<file path="src/hdl/mta_pkg.sv">
// ----------------------------------------------------------------------------
// mta_pkg
// Shared types and constants for the mesh tangent accumulator.
// ----------------------------------------------------------------------------
`default_nettype none

package mta_pkg;

  localparam int unsigned MAX_VERTICES_DEF = 1024;
  localparam int unsigned IDX_W    = 10;
  localparam int unsigned Q_W      = 32;
  localparam int unsigned DIFF_W   = 33;
  localparam int unsigned PROD_W   = 66;
  localparam int unsigned WIDE_W   = 67;
  localparam int unsigned FRAC_W   = 16;
  localparam int unsigned QBITS    = 33;
  localparam int unsigned MUL_STEPS = 14;
  localparam int unsigned N_QUOT   = 6;
  localparam int unsigned N_RES    = 7;

  typedef enum logic [1:0] {
    MODE_LOAD = 2'd0,
    MODE_TRI  = 2'd1,
    MODE_READ = 2'd2,
    MODE_NONE = 2'd3
  } mode_e;

  typedef struct packed {
    mode_e              mode;
    logic [9:0]         first_index;
    logic [9:0]         second_index;
    logic [9:0]         third_index;
    logic signed [31:0] pos_x;
    logic signed [31:0] pos_y;
    logic signed [31:0] pos_z;
    logic signed [31:0] tex_u;
    logic signed [31:0] tex_v;
  } in_item_t;

  typedef struct packed {
    logic signed [31:0] tangent_x;
    logic signed [31:0] tangent_y;
    logic signed [31:0] tangent_z;
    logic signed [31:0] bitangent_x;
    logic signed [31:0] bitangent_y;
    logic signed [31:0] bitangent_z;
    logic               saturated;
  } out_item_t;

  typedef struct packed {
    logic signed [31:0] pos_x;
    logic signed [31:0] pos_y;
    logic signed [31:0] pos_z;
    logic signed [31:0] tex_u;
    logic signed [31:0] tex_v;
  } vtx_t;

  typedef enum logic [3:0] {
    S_IDLE, S_LOAD, S_FETCH, S_DIFF, S_MUL, S_CHK, S_DIV, S_DIVW,
    S_ARD, S_AWR, S_RRD, S_ROUT
  } state_e;

  typedef enum logic [1:0] {
    D_IDLE, D_CHECK, D_ITER, D_DONE
  } div_state_e;

  typedef struct packed {
    logic       capture;
    logic       load_wr;
    logic       vtx_rd;
    logic       vtx_cap;
    logic [1:0] corner;
    logic [1:0] cap_corner;
    logic       diff_en;
    logic       mul_en;
    logic [3:0] mul_step;
    logic       div_start;
    logic [2:0] div_sel;
    logic       sum_rd;
    logic       sum_wr;
    logic       out_load;
  } cmd_t;

  typedef struct packed {
    logic in_range;
    logic det_zero;
    logic div_done;
    logic out_free;
  } sts_t;

endpackage

`default_nettype wire

</file>
<file path="src/hdl/mta_ctrl.sv">
// ----------------------------------------------------------------------------
// mta_ctrl
// Sequencer: steps a load, read or triangle (fetch, multiply, divide, accumulate).
// ----------------------------------------------------------------------------
`default_nettype none

module mta_ctrl import mta_pkg::*; (
  input  wire logic  clk_i,
  input  wire logic  rst_ni,
  input  wire logic  in_valid_i,
  input  wire mode_e in_mode_i,
  output logic       in_ready_o,
  input  wire sts_t  sts_i,
  output cmd_t       cmd_o
);

  state_e     st_q, st_d;
  logic [3:0] cnt_q, cnt_d;

  always_ff @(posedge clk_i or negedge rst_ni) begin
    if (!rst_ni) begin
      st_q  <= S_IDLE;
      cnt_q <= '0;
    end else begin
      st_q  <= st_d;
      cnt_q <= cnt_d;
    end
  end

  always_comb begin
    st_d       = st_q;
    cnt_d      = cnt_q;
    cmd_o      = '0;
    in_ready_o = 1'b0;
    unique case (st_q)
      S_IDLE: begin
        in_ready_o = 1'b1;
        cnt_d      = '0;
        if (in_valid_i) begin
          cmd_o.capture = 1'b1;
          unique case (in_mode_i)
            MODE_LOAD: st_d = S_LOAD;
            MODE_TRI:  st_d = S_FETCH;
            MODE_READ: st_d = S_RRD;
            default:   st_d = S_IDLE;
          endcase
        end
      end
      S_LOAD: begin
        cmd_o.load_wr = 1'b1;
        st_d          = S_IDLE;
      end
      S_FETCH: begin
        if (cnt_q == 4'd0 && !sts_i.in_range) begin
          st_d = S_IDLE;
        end else begin
          cmd_o.vtx_rd     = (cnt_q < 4'd3);
          cmd_o.corner     = cnt_q[1:0];
          cmd_o.vtx_cap    = (cnt_q != 4'd0);
          cmd_o.cap_corner = 2'(cnt_q - 4'd1);
          cnt_d            = cnt_q + 4'd1;
          if (cnt_q == 4'd3) begin
            cnt_d = '0;
            st_d  = S_DIFF;
          end
        end
      end
      S_DIFF: begin
        cmd_o.diff_en = 1'b1;
        st_d          = S_MUL;
      end
      S_MUL: begin
        cmd_o.mul_en   = (cnt_q < 4'(MUL_STEPS));
        cmd_o.mul_step = cnt_q;
        cnt_d          = cnt_q + 4'd1;
        if (cnt_q == 4'(MUL_STEPS)) begin
          cnt_d = '0;
          st_d  = S_CHK;
        end
      end
      S_CHK: begin
        st_d = sts_i.det_zero ? S_IDLE : S_DIV;
      end
      S_DIV: begin
        cmd_o.div_start = 1'b1;
        cmd_o.div_sel   = cnt_q[2:0];
        st_d            = S_DIVW;
      end
      S_DIVW: begin
        if (sts_i.div_done) begin
          if (cnt_q == 4'(N_QUOT - 1)) begin
            cnt_d = '0;
            st_d  = S_ARD;
          end else begin
            cnt_d = cnt_q + 4'd1;
            st_d  = S_DIV;
          end
        end
      end
      S_ARD: begin
        cmd_o.sum_rd = 1'b1;
        cmd_o.corner = cnt_q[1:0];
        st_d         = S_AWR;
      end
      S_AWR: begin
        cmd_o.sum_wr = 1'b1;
        cmd_o.corner = cnt_q[1:0];
        if (cnt_q == 4'd2) begin
          cnt_d = '0;
          st_d  = S_IDLE;
        end else begin
          cnt_d = cnt_q + 4'd1;
          st_d  = S_ARD;
        end
      end
      S_RRD: begin
        cmd_o.sum_rd = 1'b1;
        st_d         = S_ROUT;
      end
      S_ROUT: begin
        if (sts_i.out_free) begin
          cmd_o.out_load = 1'b1;
          st_d           = S_IDLE;
        end
      end
      default: st_d = S_IDLE;
    endcase
  end

endmodule

`default_nettype wire

</file>
<file path="config.mk">
export PLATFORM = sky130hd
export DESIGN_NAME = mta_ctrl
export DESIGN_NICKNAME = d
export VERILOG_FILES = /design/src/hdl/mta_pkg.sv /design/src/hdl/mta_ctrl.sv
export SDC_FILE = /design/constraint.sdc
export NUM_CORES = 1
export LEC_CHECK = 0
export ABC_CLOCK_PERIOD_IN_PS = 1800
export BUFFER_PORTS_ARGS = -buffer_cell sky130_fd_sc_hd__buf_2
export CAP_MARGIN = 30
export CELL_PAD_IN_SITES_DETAIL_PLACEMENT = 0
export CELL_PAD_IN_SITES_GLOBAL_PLACEMENT = 1
export CORE_AREA = 5 5 63 65
export CTS_CLUSTER_DIAMETER = 60
export DETAILED_ROUTE_END_ITERATION = 10
export DIE_AREA = 0 0 68 70
export PLACE_DENSITY = 0.71
export SLEW_MARGIN = 40
export SYNTH_ARGS = -nofsm -noshare
export SYNTH_HDL_FRONTEND = slang
export SYNTH_SLANG_ARGS = --single-unit
</file>
<file path="constraint.sdc">
create_clock -name clk_i -period 1.8 [get_ports clk_i]
set_input_delay 0.36 -clock clk_i [delete_from_list [all_inputs] [get_ports clk_i]]
set_output_delay 0.36 -clock clk_i [all_outputs]
set_load 0.01 [all_outputs]
</file>
* After elaboration in Yosys (flattened, before gate mapping)
Cells that the tools add are included.
Storage, ports and cells: bits in registers 8, input port bits 9, word-level logic and storage cells 73
Operators by class: add/subtract/negate cells 2, order comparisons 2, equality and inequality tests 23, mux-type cells 33, reduce and logical (&&, ||, !) cells 11
Operators by type and width (count):
- $mux 4 | 15
- $pmux 4 s11 | 1
- $eq 4x3->1 const B | 5
- $eq 4x4->1 const B | 5
- $pmux 4 s5 | 1
- $eq 4x2->1 const B | 4
- $pmux 4 s3 | 1
- $ne 2x2->1 const B | 5
- $mux 1 | 9
- $logic_not 4->1 | 2
- $mux 6 | 1
- $mux 5 | 1
- $reduce_and 5->1 | 1
- $reduce_bool 5->1 | 1
- $add 4x1->4 const B | 1
- $eq 4x1->1 const B | 1
- $lt 4x2->1 const B | 1
- $lt 4x4->1 const B | 1
- $mux 2 | 2
- $pmux 2 s2 | 1
- $reduce_bool 4->1 | 1
- $reduce_or 2->1 | 2
- $mux 3 | 1
- $ne 3x3->1 const B | 1
- other kinds (7) | 7

* Logic depth before layout (Yosys ltp)
depth in word-level cells 4, gate-level depth with buffers 7, depth with buffers taken out 7

* Worst setup path after synthesis
OpenSTA, ideal clock, no wires.
path kind register -> output, start register cnt_q[0], end output cmd_o[15] (netlist name), data arrival time 1.544 ns, required time 1.440 ns, path slack -0.104 ns, stages on the path, launching flop included 7, path buffers 0, path through dfrtp_1 inv_1 ha_1 or4b_4 nand2_1 o21a_1 nor2_1
RTL lines:
- start, declared | RTL line mta_ctrl.sv:18 | logic [3:0] cnt_q, cnt_d;
- start signal, assigned | RTL line mta_ctrl.sv:26 | cnt_q <= cnt_d;
- end, declared | RTL line mta_ctrl.sv:14 | output cmd_t cmd_o

==> results.py <==
metrics = {
    "logic_synthesis": {
        "synth.area.top_cells": "dfrtp_1, ha_1, nor3_1",
        "synth.top_cell.area_share_pct": 19.80,
        "synth_top_cells_by_count": "nor3_1, nor2_1, a21oi_1, nand2_1, inv_1",
        "synth_seq_cells": 8,
        "synthCells": 140,
        "postSynthAreaPerCell_sq_um": 7.221,
        "ys_async_sr_fraction_pct": 100.0,
        "syn_area_sq_um": 1011,
        "synth_ff_type": "dfrtp_1",
        "syn_nets": 155,
        "synth_seq_area_share_pct": 19.80,
        "yosys_warnings": 0,
        "synthDistinctLibCells": 43,
        "synth_largest_area_cell": "dfrtp_1",
        "synth-edff-count": 0,
        "synthMostInstantiatedCell": "nor3_1",
    },
    "setup_path": {
        "path_cells": "inv_2 -> ha_4 -> or4b_4 -> nand2_4 -> o21a_1 -> nor2_1 -> buf_2",
        "arrival_ns": 1.72,
        "cp_slowest_cell": "or4b_4",
        "crit_fanout": 4,
        "criticalPathCategory": "reg2out",
        "start_kind": "flip-flop",
        "cp-end-kind": "output pin",
        "critPathMaxStageDelay_ns": 0.48,
        "cp.required_ns": 1.44,
    },
    "detailed_routing": {
        "drtIter0Drc": 59,
        "dr.pass1.iters": 4,
        "vias": 1268,
        "drc_errors": 0,
        "wirelength_mm": 3.587,
        "wl_per_cell_um": 14.82,
        "via_per_inst": 5.240,
        "drtAntennaViolNets": 0,
    },
    "sta": {
        "hold_viol_final": 0,
        "setup_viol": 22,
        "drv_slew": 0,
        "tightest_slew_ns": 0.3321,
        "whs_ns": 0.3525,
        "fin_crit_sh_pct": 115.6,
        "rsz0062_at_grt": "yes",
        "setup-tns-final_ns": -2.639,
        "skew_ns": 0.005310,
        "max_slew_margin_pct": 77.67,
        "fin_crit_ns": 2.081,
        "max_freq_mhz": 480.5,
        "worst_slack_ns": -0.2811,
    },
    "run_status": {
        "status": "finished with violations",
        "violations": "setup timing",
    },
    "clock_tree": {
        "cts_tree": "yes",
        "clk-insertion-delay-late_ns": 0.25,
        "cts_sinks": 8,
        "clkTransAtPathRegs_ns": 0.05,
        "cts_inserted_buffers": 3,
        "clk_path_buf_depth": 2,
        "cts_htree_levels": 1,
        "root_buffer": "clkbuf_4",
    },
    "global_route": {
        "grt_usage_pct": 15.27,
        "grt_pass1_wl_mm": 5.823,
        "grt_max_degree": 15,
        "grt_antenna_before_repair": 0,
        "grt_remaining_overflow": 0,
        "grt_pass1_vias": 1264,
    },
    "pwr": {
        "p_leak_nw": 0.7453,
        "peakVddDrop_mv": 0.5481,
        "powerDensity_nw_per_um2": 1332,
    },
    "place": {
        "postPlaceCellArea_sq_um": 1336,
        "pre_cts_ws_ns": -0.08129,
        "hpwl_mm": 2.646,
        "place.gp.congestion": 0.8856,
        "port_buffers": 30,
    },
    "worst_hold_path": {
        "hold_path_class": "in2reg",
    },
    "die": {
        "rows": 21,
        "die_width_um": 68,
        "dieHeight_um": 70,
        "dieArea_sq_um": 4760,
        "start_util_pct": 30.78,
        "core-area_sq_um": 3284,
        "ios": 31,
    },
    "layout": {
        "fin_util_pct": 48.88,
        "finish.instance_area_sq_um": 1605,
        "drive_gt1_share_pct": 53.06,
        "fillers": 338,
        "nNetsFinal": 213,
        "insertedDiodeCount": 0,
        "syn2layout_area_growth_pct": 58.79,
    },
    "flow_run": {
        "drv_cap": 0,
    },
}
## path summary, 6_finish.rpt
| kind | start | endpoint | slack [ns] | cells after the start |
|---|---|---|---|---|
| setup / recovery | cnt_q[1]$_DFFE_PN0P_ | cmd_o[16] | -0.28 | 7 |
| hold / removal | sts_i[0] | st_q[3]$_DFFE_PN0P_ | 0.35 | 2 |
| setup reg to reg | cnt_q[1]$_DFFE_PN0P_ | st_q[1]$_DFFE_PN0P_ | -0.24 | 9 |
| hold reg to reg | cnt_q[1]$_DFFE_PN0P_ | cnt_q[1]$_DFFE_PN0P_ | 0.67 | 2 |
| max in group asynchronous | rst_ni | st_q[0]$_DFFE_PN0P_ | 1.13 | 2 |
| min in group asynchronous | rst_ni | cnt_q[0]$_DFFE_PN0P_ | 0.48 | 2 |
## per-stage QoR
step,std cells,power [mW]
floorplan,140,1.132
global placement,226,1.578
detailed placement,226,1.580
CTS,240,1.950
global route,242,2.306
finish,242,2.137
## where the power goes
part | total (mW) | switching, mW | internal (mW)
logic | 1.68 | 0.872 | 0.811
registers | 0.318 | 0.0842 | 0.234
clock network | 0.136 | 0.0602 | 0.0762
## cell families after synthesis
logic type                 synth area share, %
AOI/OAI and AO/OA                        29.21
xor gates and xnor gates                0.8665
adders and majority gates                7.426
buffers and inverters                    9.529
DFF                                      19.80
and+or+nand+nor                          33.17
## layout make-up
class                           instances  area, sq um  area share, %
Multi-Input combinational cell        111        859.6          53.55
Timing Repair Buffer                   65        426.7          26.58
Sequential cell                         8        205.2          12.78
Tap cell                               46        57.56          3.585
Inverter                                9        33.78          2.104
Clock buffer                            3        22.52          1.403
## layer usage
layer | routed length, um | GRT usage (%) | vias to the layer above
met1 | 1513 | 19.26 | 596
met5 | 0 | 0 | -
met4 | 36 | 4.857 | 0
li1 | - | - | 626
met3 | 192 | 2.404 | 4
met2 | 1844 | 25.80 | 42
## what timing repair did
item | in CTS | in global routing
gates cloned | 0 | 0
buffers inserted | 11 | 4
gates resized for setup | 21 | 20
setup endpoints to repair | 19 | 27
pin swaps | 5 | 8
hold endpoints to repair | 8 | 0
hold buffers | 1 | 0
## state kept, by name, summed over array words and instances, names as in the netlist
name and count:
st_q 4, cnt_q 4
## critical path: cells and delay by family (launching register included)
kind,cells,cell delay (ns)
and+or+nand+nor,3,0.61
DFF,1,0.39
buffers and inverters,2,0.21
adders and majority gates,1,0.13
AOI/OAI and AO/OA,1,0.13
## layout by cell type, fill, tap and decap left out, types with 3 or more instances in the layout
cell type / instances
clkbuf_4: 3
buf_6: 3
buf_2: 30
dfrtp_2: 4
nor3_1: 11
buf_4: 31
inv_1: 7
nand2_1: 7
a21oi_2: 3
nor2_1: 12
a21oi_1: 7
dfrtp_1: 4
nand3b_1: 3
o22ai_1: 4
o21ai_1: 4
ha_1: 4
No activity file was read; power rests on OpenSTA's default activity.
